**config.mk**
```make
export PLATFORM = sky130hd
export DESIGN_NAME = synth_voice_allocator_core
export DESIGN_NICKNAME = d
export VERILOG_FILES = /design/src/svalloc_pkg.sv /design/src/svalloc_ram.sv /design/src/svalloc_steal_cmp.sv /design/src/synth_voice_allocator_core.sv
export SDC_FILE = /design/constraint.sdc
export NUM_CORES = 2
export LEC_CHECK = 0
export ABC_CLOCK_PERIOD_IN_PS = 15400
export BUFFER_PORTS_ARGS = -buffer_cell sky130_fd_sc_hd__buf_4
export CAP_MARGIN = 25
export CELL_PAD_IN_SITES_DETAIL_PLACEMENT = 0
export CELL_PAD_IN_SITES_GLOBAL_PLACEMENT = 1
export CORE_MARGIN = 10
export CORE_UTILIZATION = 50
export DETAILED_ROUTE_END_ITERATION = 7
export GPL_TIMING_DRIVEN = 1
export PLACE_DENSITY = 0.78
export REMOVE_ABC_BUFFERS = 1
export SLEW_MARGIN = 15
export SYNTH_ARGS = -nofsm -noshare
export SYNTH_HDL_FRONTEND = slang
export SYNTH_SLANG_ARGS = --single-unit
```
**constraint.sdc**
```tcl
create_clock -name clk -period 15.4 [get_ports clk]
set_input_delay 0.77 -clock clk [delete_from_list [all_inputs] [get_ports clk]]
set_output_delay 0.77 -clock clk [all_outputs]
set_load 0.1 [all_outputs]
```
**src/svalloc_pkg.sv**
```systemverilog
// Shared types and constants for the voice allocator.
`timescale 1ns / 1ps

package svalloc_pkg;

    localparam int NUM_VOICES = 16;
    localparam int VOICE_W    = 4;
    localparam int NOTE_W     = 7;
    localparam int NUM_NOTES  = 128;
    localparam int VEL_W      = 7;
    localparam int LEVEL_W    = 16;
    localparam int AGE_W      = 32;
    localparam int APB_AW     = 3;

    localparam logic [LEVEL_W-1:0] TOL_RESET = 16'd7;

    // Register select, taken from paddr[2]
    localparam logic REG_ENABLE = 1'b0;
    localparam logic REG_TOL    = 1'b1;

    typedef enum logic [1:0] {
        ACT_START   = 2'd0,
        ACT_RETRIG  = 2'd1,
        ACT_FADE    = 2'd2,
        ACT_RELEASE = 2'd3
    } action_t;

    typedef enum logic [1:0] {
        PH_ATTACK  = 2'd0,
        PH_SUSTAIN = 2'd1,
        PH_RELEASE = 2'd2,
        PH_FADE    = 2'd3
    } phase_t;

    typedef enum logic [1:0] {
        MODE_NOTE_ON  = 2'd0,
        MODE_NOTE_OFF = 2'd1,
        MODE_ALL_OFF  = 2'd2,
        MODE_REPORT   = 2'd3
    } mode_t;

    // Steal classes, lower is stolen first
    localparam logic [1:0] CLS_RELEASING = 2'd0;
    localparam logic [1:0] CLS_PEDAL     = 2'd1;
    localparam logic [1:0] CLS_HELD      = 2'd2;
    localparam logic [1:0] CLS_NONE      = 2'd3;

    typedef struct packed {
        logic [1:0]         cls;
        logic [LEVEL_W-1:0] level;
        logic [AGE_W-1:0]   age;
    } cand_t;

    typedef struct packed {
        action_t            action;
        logic [VOICE_W-1:0] voice;
        logic [NOTE_W-1:0]  note;
        logic [VEL_W-1:0]   vel;
        logic               last;
    } cmd_t;

endpackage

```
**src/svalloc_ram.sv**
```systemverilog
// Generic single-port-write, registered-read RAM.
`timescale 1ns / 1ps

module svalloc_ram #(
    parameter int WIDTH = 8,
    parameter int DEPTH = 128
) (
    input  logic                     clk,
    input  logic                     we,
    input  logic [$clog2(DEPTH)-1:0] waddr,
    input  logic [WIDTH-1:0]         wdata,
    input  logic [$clog2(DEPTH)-1:0] raddr,
    output logic [WIDTH-1:0]         rdata
);

    logic [WIDTH-1:0] mem [DEPTH];

    always_ff @(posedge clk)
    begin
        if (we)
        begin
            mem[waddr] <= wdata;
        end
        rdata <= mem[raddr];
    end

endmodule

```
**src/svalloc_steal_cmp.sv**
```systemverilog
// Steal candidate compare: class, then level within tolerance, then age.
`timescale 1ns / 1ps

module svalloc_steal_cmp
    import svalloc_pkg::*;
(
    input  cand_t              cand,
    input  cand_t              best,
    input  logic [LEVEL_W-1:0] tol,
    output logic               better
);

    logic [LEVEL_W:0]   lvl_plus_tol;
    logic [LEVEL_W-1:0] diff;
    logic               lower;
    logic               tied_older;

    assign lvl_plus_tol = {1'b0, cand.level} + {1'b0, tol};
    assign diff = (cand.level >= best.level) ? (cand.level - best.level)
                                             : (best.level - cand.level);
    // clearly lower level wins; near-equal level falls back to age
    assign lower      = lvl_plus_tol < {1'b0, best.level};
    assign tied_older = (diff < tol) && (cand.age > best.age);

    assign better = (cand.cls < best.cls)
                 || ((cand.cls == best.cls) && (lower || tied_older));

endmodule

```
**src/synth_voice_allocator_core.sv**
```systemverilog
// Voice allocator: note-on/off to voice commands, with voice stealing.
// A voice report updates the voice tables when taken; note-off reads the note map, then S_NOFF issues the release;
// a retrigger issues from S_MAP; a new voice scans to the lowest idle voice, then S_START; a steal scans every
// voice, then S_VICTIM, S_FADE and S_START; all-notes-off walks the voices at one per cycle while cmd_stall is low.
// Throughput is one item at a time: items are taken only in S_IDLE, and the single compare unit scans the voices
// one per cycle. Reset clears the control state, voice tables and note map valid bits, not the note map RAM.
`timescale 1ns / 1ps

module synth_voice_allocator_core
    import svalloc_pkg::*;
(
    input  logic               clk,
    input  logic               rst_n,
    input  logic               psel,
    input  logic               penable,
    input  logic               pwrite,
    input  logic [APB_AW-1:0]  paddr,
    input  logic [31:0]        pwdata,
    output logic [31:0]        prdata,
    output logic               pready,
    input  logic               item_valid,
    output logic               item_stall,
    input  logic [1:0]         mode,
    input  logic [NOTE_W-1:0]  note,
    input  logic [VEL_W-1:0]   velocity,
    input  logic [VOICE_W-1:0] voice_index,
    input  logic               report_active,
    input  logic [1:0]         report_phase,
    input  logic               report_sustained,
    input  logic [LEVEL_W-1:0] report_level,
    input  logic [AGE_W-1:0]   report_age,
    output logic               cmd_valid,
    input  logic               cmd_stall,
    output logic [1:0]         action,
    output logic [VOICE_W-1:0] voice,
    output logic [NOTE_W-1:0]  cmd_note,
    output logic [VEL_W-1:0]   cmd_velocity,
    output logic               last
);

    typedef enum logic [7:0] {
        S_IDLE   = 8'b0000_0001,
        S_MAP    = 8'b0000_0010,
        S_SCAN   = 8'b0000_0100,
        S_VICTIM = 8'b0000_1000,
        S_FADE   = 8'b0001_0000,
        S_START  = 8'b0010_0000,
        S_NOFF   = 8'b0100_0000,
        S_ANO    = 8'b1000_0000
    } state_t;

    localparam logic [VOICE_W-1:0] LAST_VOICE = VOICE_W'(NUM_VOICES - 1);

    state_t state_reg, state_next;

    logic               enable_reg;
    logic [LEVEL_W-1:0] tol_reg;

    logic [NUM_NOTES-1:0]  map_valid_reg, map_valid_next;
    logic [NUM_VOICES-1:0] active_reg, active_next;
    logic [NUM_VOICES-1:0] pedal_reg, pedal_next;
    phase_t                phase_reg [NUM_VOICES];
    phase_t                phase_next [NUM_VOICES];
    logic [LEVEL_W-1:0]    level_reg [NUM_VOICES];
    logic [LEVEL_W-1:0]    level_next [NUM_VOICES];
    logic [AGE_W-1:0]      age_reg [NUM_VOICES];
    logic [AGE_W-1:0]      age_next [NUM_VOICES];
    logic [NOTE_W-1:0]     vnote_reg [NUM_VOICES];
    logic [NOTE_W-1:0]     vnote_next [NUM_VOICES];

    logic [NOTE_W-1:0]  note_reg, note_next;
    logic [VEL_W-1:0]   vel_reg, vel_next;
    logic [NOTE_W-1:0]  ram_addr_reg, ram_addr_next;
    logic [VOICE_W-1:0] target_reg, target_next;
    logic [VOICE_W-1:0] idx_reg, idx_next;
    cand_t              best_reg, best_next;
    logic [VOICE_W-1:0] best_idx_reg, best_idx_next;

    cmd_t out_reg;
    logic out_valid_reg;

    logic               item_fire;
    logic               cfg_fire;
    logic               slot_free;
    logic               emit_fire;
    cmd_t               emit_cmd;
    logic [VOICE_W-1:0] rd_idx;
    logic               rd_active;
    logic [NOTE_W-1:0]  rd_note;
    cand_t              rd_cand;
    logic               better;
    logic               none_above;
    logic [NUM_VOICES-1:0] low_mask;

    logic               ram_we;
    logic [VOICE_W-1:0] ram_wdata;
    logic [NOTE_W-1:0]  ram_raddr;
    logic [VOICE_W-1:0] ram_rdata;

    // ---------------- configuration port ----------------
    assign pready   = 1'b1;
    assign cfg_fire = psel && penable && pwrite && pready;

    always_comb
    begin
        case (paddr[2])
            REG_ENABLE: prdata = {31'b0, enable_reg};
            REG_TOL:    prdata = {16'b0, tol_reg};
            default:    prdata = '0;
        endcase
    end

    always_ff @(posedge clk or negedge rst_n)
    begin
        if (!rst_n)
        begin
            enable_reg <= 1'b0;
            tol_reg    <= TOL_RESET;
        end
        else if (cfg_fire)
        begin
            case (paddr[2])
                REG_ENABLE: enable_reg <= pwdata[0];
                REG_TOL:    tol_reg    <= pwdata[LEVEL_W-1:0];
                default:    ;
            endcase
        end
    end

    // ---------------- shared voice read and compare ----------------
    assign item_stall = (state_reg != S_IDLE);
    assign item_fire  = item_valid && !item_stall;
    assign slot_free  = !out_valid_reg || !cmd_stall;

    always_comb
    begin
        case (state_reg)
            S_SCAN, S_ANO:  rd_idx = idx_reg;
            S_MAP, S_NOFF:  rd_idx = ram_rdata;
            S_VICTIM:       rd_idx = best_idx_reg;
            default:        rd_idx = target_reg;
        endcase
    end

    assign rd_active = active_reg[rd_idx];
    assign rd_note   = vnote_reg[rd_idx];

    always_comb
    begin
        rd_cand.level = level_reg[rd_idx];
        rd_cand.age   = age_reg[rd_idx];
        if (phase_reg[rd_idx] == PH_RELEASE || phase_reg[rd_idx] == PH_FADE)
        begin
            rd_cand.cls = CLS_RELEASING;
        end
        else if (pedal_reg[rd_idx])
        begin
            rd_cand.cls = CLS_PEDAL;
        end
        else
        begin
            rd_cand.cls = CLS_HELD;
        end
    end

    svalloc_steal_cmp u_cmp (
        .cand   (rd_cand),
        .best   (best_reg),
        .tol    (tol_reg),
        .better (better)
    );

    // bits at or below idx_reg; wraps to all ones at the top voice
    assign low_mask   = (NUM_VOICES'(2) << idx_reg) - NUM_VOICES'(1);
    assign none_above = ~|(active_reg & ~low_mask);

    // ---------------- note map ----------------
    always_comb
    begin
        case (state_reg)
            S_IDLE:   ram_raddr = note;
            S_VICTIM: ram_raddr = rd_note;
            default:  ram_raddr = ram_addr_reg;
        endcase
    end

    svalloc_ram #(
        .WIDTH (VOICE_W),
        .DEPTH (NUM_NOTES)
    ) u_note_map (
        .clk   (clk),
        .we    (ram_we),
        .waddr (note_reg),
        .wdata (ram_wdata),
        .raddr (ram_raddr),
        .rdata (ram_rdata)
    );

    // ---------------- sequencer ----------------
    always_comb
    begin
        state_next     = state_reg;
        map_valid_next = map_valid_reg;
        active_next    = active_reg;
        pedal_next     = pedal_reg;
        phase_next     = phase_reg;
        level_next     = level_reg;
        age_next       = age_reg;
        vnote_next     = vnote_reg;
        note_next      = note_reg;
        vel_next       = vel_reg;
        ram_addr_next  = ram_addr_reg;
        target_next    = target_reg;
        idx_next       = idx_reg;
        best_next      = best_reg;
        best_idx_next  = best_idx_reg;
        ram_we         = 1'b0;
        ram_wdata      = target_reg;
        emit_fire      = 1'b0;
        emit_cmd       = '{action: ACT_RELEASE, voice: '0, note: '0, vel: '0, last: 1'b0};

        case (state_reg)
            S_IDLE:
            begin
                if (item_fire)
                begin
                    note_next     = note;
                    vel_next      = velocity;
                    ram_addr_next = note;
                    case (mode_t'(mode))
                        MODE_NOTE_ON:
                        begin
                            if (enable_reg)
                            begin
                                state_next = S_MAP;
                            end
                        end
                        MODE_NOTE_OFF:
                        begin
                            if (map_valid_reg[note])
                            begin
                                state_next = S_NOFF;
                            end
                        end
                        MODE_ALL_OFF:
                        begin
                            map_valid_next = '0;
                            idx_next       = '0;
                            if (|active_reg)
                            begin
                                state_next = S_ANO;
                            end
                        end
                        MODE_REPORT:
                        begin
                            if ({1'b0, voice_index} < (VOICE_W + 1)'(NUM_VOICES))
                            begin
                                active_next[voice_index] = report_active;
                                phase_next[voice_index]  = phase_t'(report_phase);
                                pedal_next[voice_index]  = report_sustained;
                                level_next[voice_index]  = report_level;
                                age_next[voice_index]    = report_age;
                            end
                        end
                        default: ;
                    endcase
                end
            end

            S_MAP:
            begin
                if (map_valid_reg[note_reg])
                begin
                    if (slot_free)
                    begin
                        active_next[ram_rdata] = 1'b1;
                        phase_next[ram_rdata]  = PH_ATTACK;
                        pedal_next[ram_rdata]  = 1'b0;
                        level_next[ram_rdata]  = '0;
                        age_next[ram_rdata]    = '0;
                        vnote_next[ram_rdata]  = note_reg;
                        ram_we                 = 1'b1;
                        ram_wdata              = ram_rdata;
                        emit_fire              = 1'b1;
                        emit_cmd = '{action: ACT_RETRIG, voice: ram_rdata,
                                     note: note_reg, vel: vel_reg, last: 1'b1};
                        state_next             = S_IDLE;
                    end
                end
                else
                begin
                    idx_next      = '0;
                    best_next     = '{cls: CLS_NONE, level: '0, age: '0};
                    best_idx_next = '0;
                    state_next    = S_SCAN;
                end
            end

            S_SCAN:
            begin
                // first idle voice ends the scan; otherwise track the steal victim
                if (!rd_active)
                begin
                    target_next = idx_reg;
                    state_next  = S_START;
                end
                else
                begin
                    if (better)
                    begin
                        best_next     = rd_cand;
                        best_idx_next = idx_reg;
                    end
                    if (idx_reg == LAST_VOICE)
                    begin
                        state_next = S_VICTIM;
                    end
                    else
                    begin
                        idx_next = idx_reg + 1'b1;
                    end
                end
            end

            S_VICTIM:
            begin
                target_next   = best_idx_reg;
                ram_addr_next = rd_note;
                state_next    = S_FADE;
            end

            S_FADE:
            begin
                if (slot_free)
                begin
                    // drop the victim's old note mapping if it still points here
                    if (map_valid_reg[ram_addr_reg] && ram_rdata == target_reg)
                    begin
                        map_valid_next[ram_addr_reg] = 1'b0;
                    end
                    phase_next[target_reg] = PH_FADE;
                    emit_fire  = 1'b1;
                    emit_cmd   = '{action: ACT_FADE, voice: target_reg,
                                   note: '0, vel: '0, last: 1'b0};
                    state_next = S_START;
                end
            end

            S_START:
            begin
                if (slot_free)
                begin
                    active_next[target_reg] = 1'b1;
                    phase_next[target_reg]  = PH_ATTACK;
                    pedal_next[target_reg]  = 1'b0;
                    level_next[target_reg]  = '0;
                    age_next[target_reg]    = '0;
                    vnote_next[target_reg]  = note_reg;
                    map_valid_next[note_reg] = 1'b1;
                    ram_we                  = 1'b1;
                    ram_wdata               = target_reg;
                    emit_fire               = 1'b1;
                    emit_cmd = '{action: ACT_START, voice: target_reg,
                                 note: note_reg, vel: vel_reg, last: 1'b1};
                    state_next              = S_IDLE;
                end
            end

            S_NOFF:
            begin
                if (slot_free)
                begin
                    if (rd_active)
                    begin
                        phase_next[ram_rdata] = PH_RELEASE;
                    end
                    map_valid_next[note_reg] = 1'b0;
                    emit_fire  = 1'b1;
                    emit_cmd   = '{action: ACT_RELEASE, voice: ram_rdata,
                                   note: '0, vel: '0, last: 1'b1};
                    state_next = S_IDLE;
                end
            end

            S_ANO:
            begin
                if (rd_active)
                begin
                    if (slot_free)
                    begin
                        phase_next[idx_reg] = PH_RELEASE;
                        emit_fire = 1'b1;
                        emit_cmd  = '{action: ACT_RELEASE, voice: idx_reg,
                                      note: '0, vel: '0, last: none_above};
                        if (none_above)
                        begin
                            state_next = S_IDLE;
                        end
                        else
                        begin
                            idx_next = idx_reg + 1'b1;
                        end
                    end
                end
                else
                begin
                    idx_next = idx_reg + 1'b1;
                end
            end

            default:
            begin
                state_next = S_IDLE;
            end
        endcase
    end

    always_ff @(posedge clk or negedge rst_n)
    begin
        if (!rst_n)
        begin
            state_reg     <= S_IDLE;
            map_valid_reg <= '0;
            active_reg    <= '0;
            pedal_reg     <= '0;
            for (int i = 0; i < NUM_VOICES; i++)
            begin
                phase_reg[i] <= PH_ATTACK;
                level_reg[i] <= '0;
                age_reg[i]   <= '0;
                vnote_reg[i] <= '0;
            end
            idx_reg       <= '0;
            target_reg    <= '0;
            best_idx_reg  <= '0;
            best_reg      <= '{cls: CLS_NONE, level: '0, age: '0};
            out_valid_reg <= 1'b0;
        end
        else
        begin
            state_reg     <= state_next;
            map_valid_reg <= map_valid_next;
            active_reg    <= active_next;
            pedal_reg     <= pedal_next;
            phase_reg     <= phase_next;
            level_reg     <= level_next;
            age_reg       <= age_next;
            vnote_reg     <= vnote_next;
            idx_reg       <= idx_next;
            target_reg    <= target_next;
            best_idx_reg  <= best_idx_next;
            best_reg      <= best_next;
            if (emit_fire)
            begin
                out_valid_reg <= 1'b1;
            end
            else if (!cmd_stall)
            begin
                out_valid_reg <= 1'b0;
            end
        end
    end

    always_ff @(posedge clk)
    begin
        note_reg     <= note_next;
        vel_reg      <= vel_next;
        ram_addr_reg <= ram_addr_next;
        if (emit_fire)
        begin
            out_reg <= emit_cmd;
        end
    end

    assign cmd_valid    = out_valid_reg;
    assign action       = out_reg.action;
    assign voice        = out_reg.voice;
    assign cmd_note     = out_reg.note;
    assign cmd_velocity = out_reg.vel;
    assign last         = out_reg.last;

    // ---------------- assertions ----------------
    a_fade_then_start: assert property (@(posedge clk) disable iff (!rst_n)
        (emit_fire && emit_cmd.action == ACT_FADE)
        |=> (state_reg == S_START && target_reg == $past(emit_cmd.voice)))
        else $error("fade transfer not followed by start on the same voice");

    a_last_ends_item: assert property (@(posedge clk) disable iff (!rst_n)
        (emit_fire && emit_cmd.last) |=> (state_reg == S_IDLE))
        else $error("sequencer busy after final command");

    a_start_maps_note: assert property (@(posedge clk) disable iff (!rst_n)
        (emit_fire && emit_cmd.action == ACT_START) |=> map_valid_reg[$past(note_reg)])
        else $error("started note left unmapped");

    a_scan_class_monotonic: assert property (@(posedge clk) disable iff (!rst_n)
        (state_reg == S_SCAN && $past(state_reg) == S_SCAN)
        |-> (best_reg.cls <= $past(best_reg.cls)))
        else $error("steal class grew during scan");

    a_ano_release_active: assert property (@(posedge clk) disable iff (!rst_n)
        (emit_fire && state_reg == S_ANO) |-> active_reg[emit_cmd.voice])
        else $error("all-notes-off released an idle voice");

endmodule
```
* Yosys cells after proc, flatten, opt, wreduce, memory -nomap -nowiden
Memories as Yosys holds them, arrays and structs flattened. A register that Yosys moved wholly into a read port is not among the register bits. Index checks and enable logic that the tools add are counted.
Storage, ports and cells: input bits 114, output and inout port bits 56, bits in writable memories 512, logic and storage cells 418, flip-flop bits (word level) 1202, memories 1
Memories:
- u_note_map.mem | words 128, bits a word 4, read ports 1, clocked after Yosys merged registers in 1, write ports 1, line svalloc_ram.sv:16 | logic [WIDTH-1:0] mem [DEPTH];
Cells by class: add/subtract/negate cells 5, eq/ne operators 43, reduce and logical (&&, ||, !) cells 50, bitwise gates (word level) 38, muxes and demuxes 169, shift operators 1, $lt $le $gt $ge 26
Operators by type and width (count):
- $mux 512 | 5
- $pmux 512 s3 | 1
- $mux 256 | 5
- $and 512x512->512 | 2
- $not 512->512 | 2
- $mux 128 | 6
- $pmux 256 s3 | 1
- $and 256x256->256 | 2
- $bwmux 512 | 1
- $not 256->256 | 2
- $pmux 128 s4 | 1
- $mux 32 | 15
- $demux 32 s4 | 3
- $mux 112 | 3
- $and 128x128->128 | 2
- $bwmux 256 | 1
- $mux 16 | 16
- $not 128->128 | 2
- $bwmux 112 | 2
- $pmux 112 s2 | 1
- $demux 16 s4 | 3
- $pmux 32 s6 | 1
- $mux 50 | 3
- $bmux 32 s4 | 1
- other kinds (92) | 251

* Logic depth before layout (Yosys ltp)
depth in word-level cells 17, gate-level depth with buffers 50, mapped depth without buffers 37

* By module
From an unflattened synthesis, not the netlist that was laid out.
Second synthesis, totals: cell total of the unflattened synthesis 7505, area total of the unflattened synthesis 84055.6 um^2
Modules (own cells, without submodules):
- synth_voice_allocator_core | times used 1, area each 60190.2 um^2, cells an instance 6102, seq. area each 29896.2 um^2
- svalloc_ram | times used 1, area each 20165.6 um^2, cells an instance 903, seq. area each 15454.8 um^2
- svalloc_steal_cmp | times used 1, area each 3699.8 um^2, cells an instance 500, seq. area each 0.0 um^2

* Worst setup path after synthesis
No wires, ideal clock.
kind register -> register, from register state_reg[6], to register best_reg[42] (netlist name), setup time 0.125 ns, data required time 15.275 ns, clock period less this slack 8.804 ns, data arrival time 8.679 ns, stages on the path, launching flop included 50, path buffers 13, setup slack 6.596 ns, cells stage by stage dfrtp_1 buf_4 or2_4 or4_1 nand3_1 a22o_1 buf_2 buf_4 buf_2 buf_2 clkbuf_1 clkbuf_1 buf_1 nand3_1 nand3_1 nand3_1 o31ai_1 inv_1 [... 14 more ...] ha_1 a21boi_0 o21ai_0 nand2b_1 a21oi_1 nor2b_1 o21ai_0 nand2b_1 a21oi_1 nor2b_1 o21ai_0 a21oi_1 nor3_1 o21ai_0 a31o_2 clkbuf_1 buf_2 mux2_2
On the way: cells in the longest elaborated chain, start to end 16, elaborated cells between the ends (all ways) 49, classes of those cells add/sub: 3; order compare: 5; eq/ne: 11; mux: 20; bitwise: 1; reduce/logical: 9
RTL lines:
- start, declared | line synth_voice_allocator_core.sv:54 | state_t state_reg, state_next;
- start signal, assigned | line synth_voice_allocator_core.sv:441 | state_reg <= state_next;
- $eq 8x7->1, or another cell as far along | line synth_voice_allocator_core.sv:137 | case (state_reg)
- $reduce_or 2->1 | line synth_voice_allocator_core.sv:137
- $pmux 4 s3 | line synth_voice_allocator_core.sv:137
- $not 4->5 (implied by the code) | line synth_voice_allocator_core.sv:150, synth_voice_allocator_core.sv:151, synth_voice_allocator_core.sv:152
- $bmux 16 s4 | line synth_voice_allocator_core.sv:150 | rd_cand.level = level_reg[rd_idx];
- $mux 16 (implied by the code) (2 in series) | line synth_voice_allocator_core.sv:150
- $sub 16x16->16, or another cell as far along | line svalloc_steal_cmp.sv:20 | : (best.level - cand.level);
- $mux 16 | line svalloc_steal_cmp.sv:19 | assign diff = (cand.level >= best.level) ? (cand.level - best.level)
- $lt 16x16->1 | line svalloc_steal_cmp.sv:23 | assign tied_older = (diff < tol) && (cand.age > best.age);
- $logic_and 1x1->1 | line svalloc_steal_cmp.sv:23
- $logic_or 1x1->1 | line svalloc_steal_cmp.sv:26 | || ((cand.cls == best.cls) && (lower || tied_older));
- $logic_and 1x1->1 | line svalloc_steal_cmp.sv:26
- $logic_or 1x1->1 | line svalloc_steal_cmp.sv:26
- $ne 2x2->1 (no source line)
- $reduce_and 4->1 (no source line)
- end signal, assigned | line synth_voice_allocator_core.sv:436 | best_reg <= '{cls: CLS_NONE, level: '0, age: '0};
- end signal, assigned | line synth_voice_allocator_core.sv:452 | best_reg <= best_next;
- end, declared | line synth_voice_allocator_core.sv:76 | cand_t best_reg, best_next;
Several ways; a longest one is shown, not always the timed one. The select of a mux whose other input is x is not followed. A chain may end at the register's enable or synchronous reset.

* Worst setup path in the final report
from register state_reg[6], to register best_idx_reg[0]
On the way: cells in the longest elaborated chain, start to end 16, elaborated cells between the ends (all ways) 47, classes of those cells add/sub: 3; order compare: 5; eq/ne: 11; mux: 18; bitwise: 1; reduce/logical: 9
RTL lines:
- $eq 8x7->1, or another cell as far along | line synth_voice_allocator_core.sv:137
- $reduce_or 2->1 | line synth_voice_allocator_core.sv:137
- $pmux 4 s3 | line synth_voice_allocator_core.sv:137
- $not 4->5 (implied by the code) | line synth_voice_allocator_core.sv:150, synth_voice_allocator_core.sv:151, synth_voice_allocator_core.sv:152
- $bmux 16 s4 | line synth_voice_allocator_core.sv:150
- $mux 16 (implied by the code) (2 in series) | line synth_voice_allocator_core.sv:150
- $sub 16x16->16, or another cell as far along | line svalloc_steal_cmp.sv:20
- $mux 16 | line svalloc_steal_cmp.sv:19
- $lt 16x16->1 | line svalloc_steal_cmp.sv:23
- $logic_and 1x1->1 | line svalloc_steal_cmp.sv:23
- $logic_or 1x1->1 | line svalloc_steal_cmp.sv:26
- $logic_and 1x1->1 | line svalloc_steal_cmp.sv:26
- $logic_or 1x1->1 | line svalloc_steal_cmp.sv:26
- $ne 2x2->1 (no source line)
- $reduce_and 4->1 (no source line)
- end signal, assigned | line synth_voice_allocator_core.sv:451 | best_idx_reg <= best_idx_next;
- end, declared | line synth_voice_allocator_core.sv:77 | logic [VOICE_W-1:0] best_idx_reg, best_idx_next;
Several ways; a longest one is shown, not always the timed one. The select of a mux whose other input is x is not followed.

==> results.md <==
* Outcome: complete, no violations
* Type of the worst setup path: reg -> reg
* Post-route insts no fill at 10.5k
* Standard-cell row count at 151
* RSZ-0062 raised after global routing: false
* Total clock sinks at 1702
* Finished layout cell area at 93600 µm²
* Overall routed net length at 293 mm
* Final critical path time including I/O delays and setup at 10.20 ns
* Most used flip-flop cell after synthesis: sky130_fd_sc_hd__dfrtp_1
* Hold path cells at 1
* Chip width at 432 µm
* Final HPWL DP at 162 mm
* Die ar. at 187000 µm²
* Setup WS post-layout at 5.20 ns
* Area of the placeable core at 169000 µm²
* Warnings from Yosys at 0
* Setup repair bufs after CTS at 0
* Synth Cell Area at 84900 µm²
* Placer Congestion at 0.929
* Boundary Pins at 170
* Maximum capacitance violations at 0
* Share of post-route cells with drive strength above 1 at 9.83%
* Setup Viol. Count Final at 0
* Layout overhead on the synthesized area at 10.3%
* Final routed DRC violation total at 0
* Rel. slew slack at 21.4%
* Global-route congestion overflow total at 0
* Number of global-route vias before repair at 68.0k
* Die height at 432 µm
* Largest net degree at the start of global routing at 257
* Starting utilization of the core area at 50.2%
* Final Skew at 0.0534 ns
* Sort of element at the start of the critical path: register
* Share of synthesized registers carrying an async set or reset at 67.2%
* Critical path's slowest cell: sky130_fd_sc_hd__o31ai_1
* Detail-routed net length per standard cell at 28.0 µm
* Combined global-route utilization of all metal layers at 30.5%
* Clock tree buffer depth at 3
* Flop and latch count out of synthesis at 1702
* Largest fanout on the critical path at 111
* Antenna viol nets, final at 0
* Worst vdd ir at 252 µV
* Count of flip-flops with a built-in enable after synthesis at 554
* Path class of the lowest-slack min-delay path: in -> reg
* CP Capture Type: register
* Synthesized netlist cell count at 8441
* Layout Utilization at 55.4%
* Number of different library cells in the post-synthesis netlist at 91
* Depth of the CTS H-tree at 4
* Initial drt markers at 8757
* Net count of the finished layout at 8322
* Worst R2R Path Depth at 35
* Period Utilization, post-route at 66.3%
* Final hold violation count at 0
* First-pass GRT wire length at 439 mm
* Synth Area per Inst at 10.1 µm²
* Pwr per Cell Area at 215 nW/µm²
* Slowest stage delay, CP at 0.73 ns
* Clock root buffer: sky130_fd_sc_hd__clkbuf_16
* Port Buffers at 133
* Number of buffers added by the clock tree synthesis step at 182
* Clock latency of the later-clocked register in the worst-skew pair at 0.87 ns
* F_max at 98.0 MHz
* Cell total after placement at 10.1k
* Portion of the post-synthesis area used by sequential elements at 53.4%
* Placed instance area at 87100 µm²
* Number of pins exceeding their max-slew limit in the final report at 0
* Pre-CTS WS at 5.34 ns
* CTS tree: built
* Static leakage at 37.4 nW
* Clock transition at path regs at 0.07 ns
* Worst hold-check slack at 0.114 ns
* Initial antenna violation count at 16
* Data arrival at the endpoint of the critical path at 10.93 ns
* Worst Tran Pin Value at 1.18 ns
* Via count at 70.5k
* Number of vias per cell after detailed routing at 6.73
* Required time reported for the critical path endpoint at 16.13 ns
* First-pass iteration count of the detailed router at 6
* Quantity of gates resized following cts at 0
final timing paths:
| path | from | to | slack (ns) |
|---|---|---|---|
| max | state_reg[6]$_DFFE_PN0P_ | best_idx_reg[0]$_DFFE_PN0P_ | 5.20 |
| max in group asynchronous | rst_n | phase_reg[13]$_DFFE_PN0P_ | 11.77 |
| min reg2reg | vnote_reg[22]$_DFFE_PN0P_ | vnote_reg[22]$_DFFE_PN0P_ | 0.48 |
| max reg2reg | state_reg[6]$_DFFE_PN0P_ | best_idx_reg[0]$_DFFE_PN0P_ | 5.20 |
| min in group asynchronous | rst_n | level_reg[24]$_DFFE_PN0P_ | 0.52 |
| min | velocity[5] | vel_reg[5]$_DFFE_PP_ | 0.11 |
logic make-up (layout without fill, tap and decap cells):
kind of cell             count (synthesis)  after routing  synth area share [%]
other                                    2             30               0.00885
XOR/XNOR                                37             37                 0.382
adder cells (fa/ha/maj)                126            126                  1.88
multiplexers                           271            271                  4.25
AO/OA/AOI/OAI                         2452           2452                  20.7
flip-flops                            1702           1702                  53.4
buffers and inverters                  973            754                  4.55
AND/OR/NAND/NOR                       2878           2878                  14.8
critical path, delay by kind of cell, from the launching register on:
kind,cells,cell delay [ns]
compound gates,18,4.50
xor+xnor,1,0.11
fa+ha+maj,2,0.68
buf+inv,5,2.00
flops,1,0.52
mux,2,0.72
simple gates,7,1.32
where the power goes:
part / switching [mW] / leakage (nW) / internal, mW / total (mW)
clock network: 1.95 / 3.04 / 2.64 / 4.59
registers: 0.414 / 20.5 / 5.44 / 5.86
logic: 6.36 / 13.8 / 3.34 / 9.70
timing repair:
| item | 4_1_cts | 5_1_grt |
|---|---|---|
| endpoints found under the setup margin | 0 | 0 |
| hold buffers | 1 | 0 |
| endpoints found under the hold margin | 88 | 0 |
cells in the mapped netlist (112+ instances only):
cell type	instances	share of area (%)
sky130_fd_sc_hd__nand2_1	1416	6.3
sky130_fd_sc_hd__dfrtp_1	1138	34
sky130_fd_sc_hd__a22o_1	806	8.3
sky130_fd_sc_hd__clkbuf_1	612	2.7
sky130_fd_sc_hd__edfxtp_1	554	20
sky130_fd_sc_hd__nand3_1	462	2.7
sky130_fd_sc_hd__a21oi_1	460	2.7
sky130_fd_sc_hd__nor2_1	443	2.0
sky130_fd_sc_hd__o21ai_0	391	2.3
sky130_fd_sc_hd__nor3_1	210	1.2
sky130_fd_sc_hd__o211ai_1	147	1.3
sky130_fd_sc_hd__mux2i_1	133	1.6
sky130_fd_sc_hd__and3_1	129	0.95
sky130_fd_sc_hd__buf_1	129	0.57
sky130_fd_sc_hd__inv_1	124	0.55
sky130_fd_sc_hd__ha_1	123	1.8
sky130_fd_sc_hd__a211oi_1	112	0.99
layer usage:
layer	up-vias	part of all wire [%]	global-route usage, %
met4	8	3.4	10.9
met3	672	11	7.31
met5	-	0.018	0
li1	30300	-	-
met2	3908	44	45.1
met1	35600	41	43.6
placed cells by master (no fill, tap or decap), drive strengths merged, types with 147 or more instances in the layout:
cell type	count
buf	287
edfxtp	554
o21ai	395
clkbuf	251
nand2	1418
nor3	213
o211ai	147
a22o	807
nand3	462
a21oi	460
dfrtp	1138
nor2	444
stage by stage:
stage	TNS (ns)	power [mW]
after CTS	0	20.0
after global placement	0	15.3
after detailed placement	0	15.4
after global routing	0	21.3
after floorplan	-333.35	12.5
final	0	20.1
cell type report:
type / count / area (µm²)
antenna: 13 / 32.5
multi-input combinational: 5781 / 36200
sequential: 1702 / 45400
clock inverter: 88 / 1100
clock buffer: 251 / 5130
timing repair buffer: 288 / 2560
tap: 2218 / 2780
fill: 14600 / 75500
inverter: 127 / 479
No activity file was read; power rests on OpenSTA's default activity.
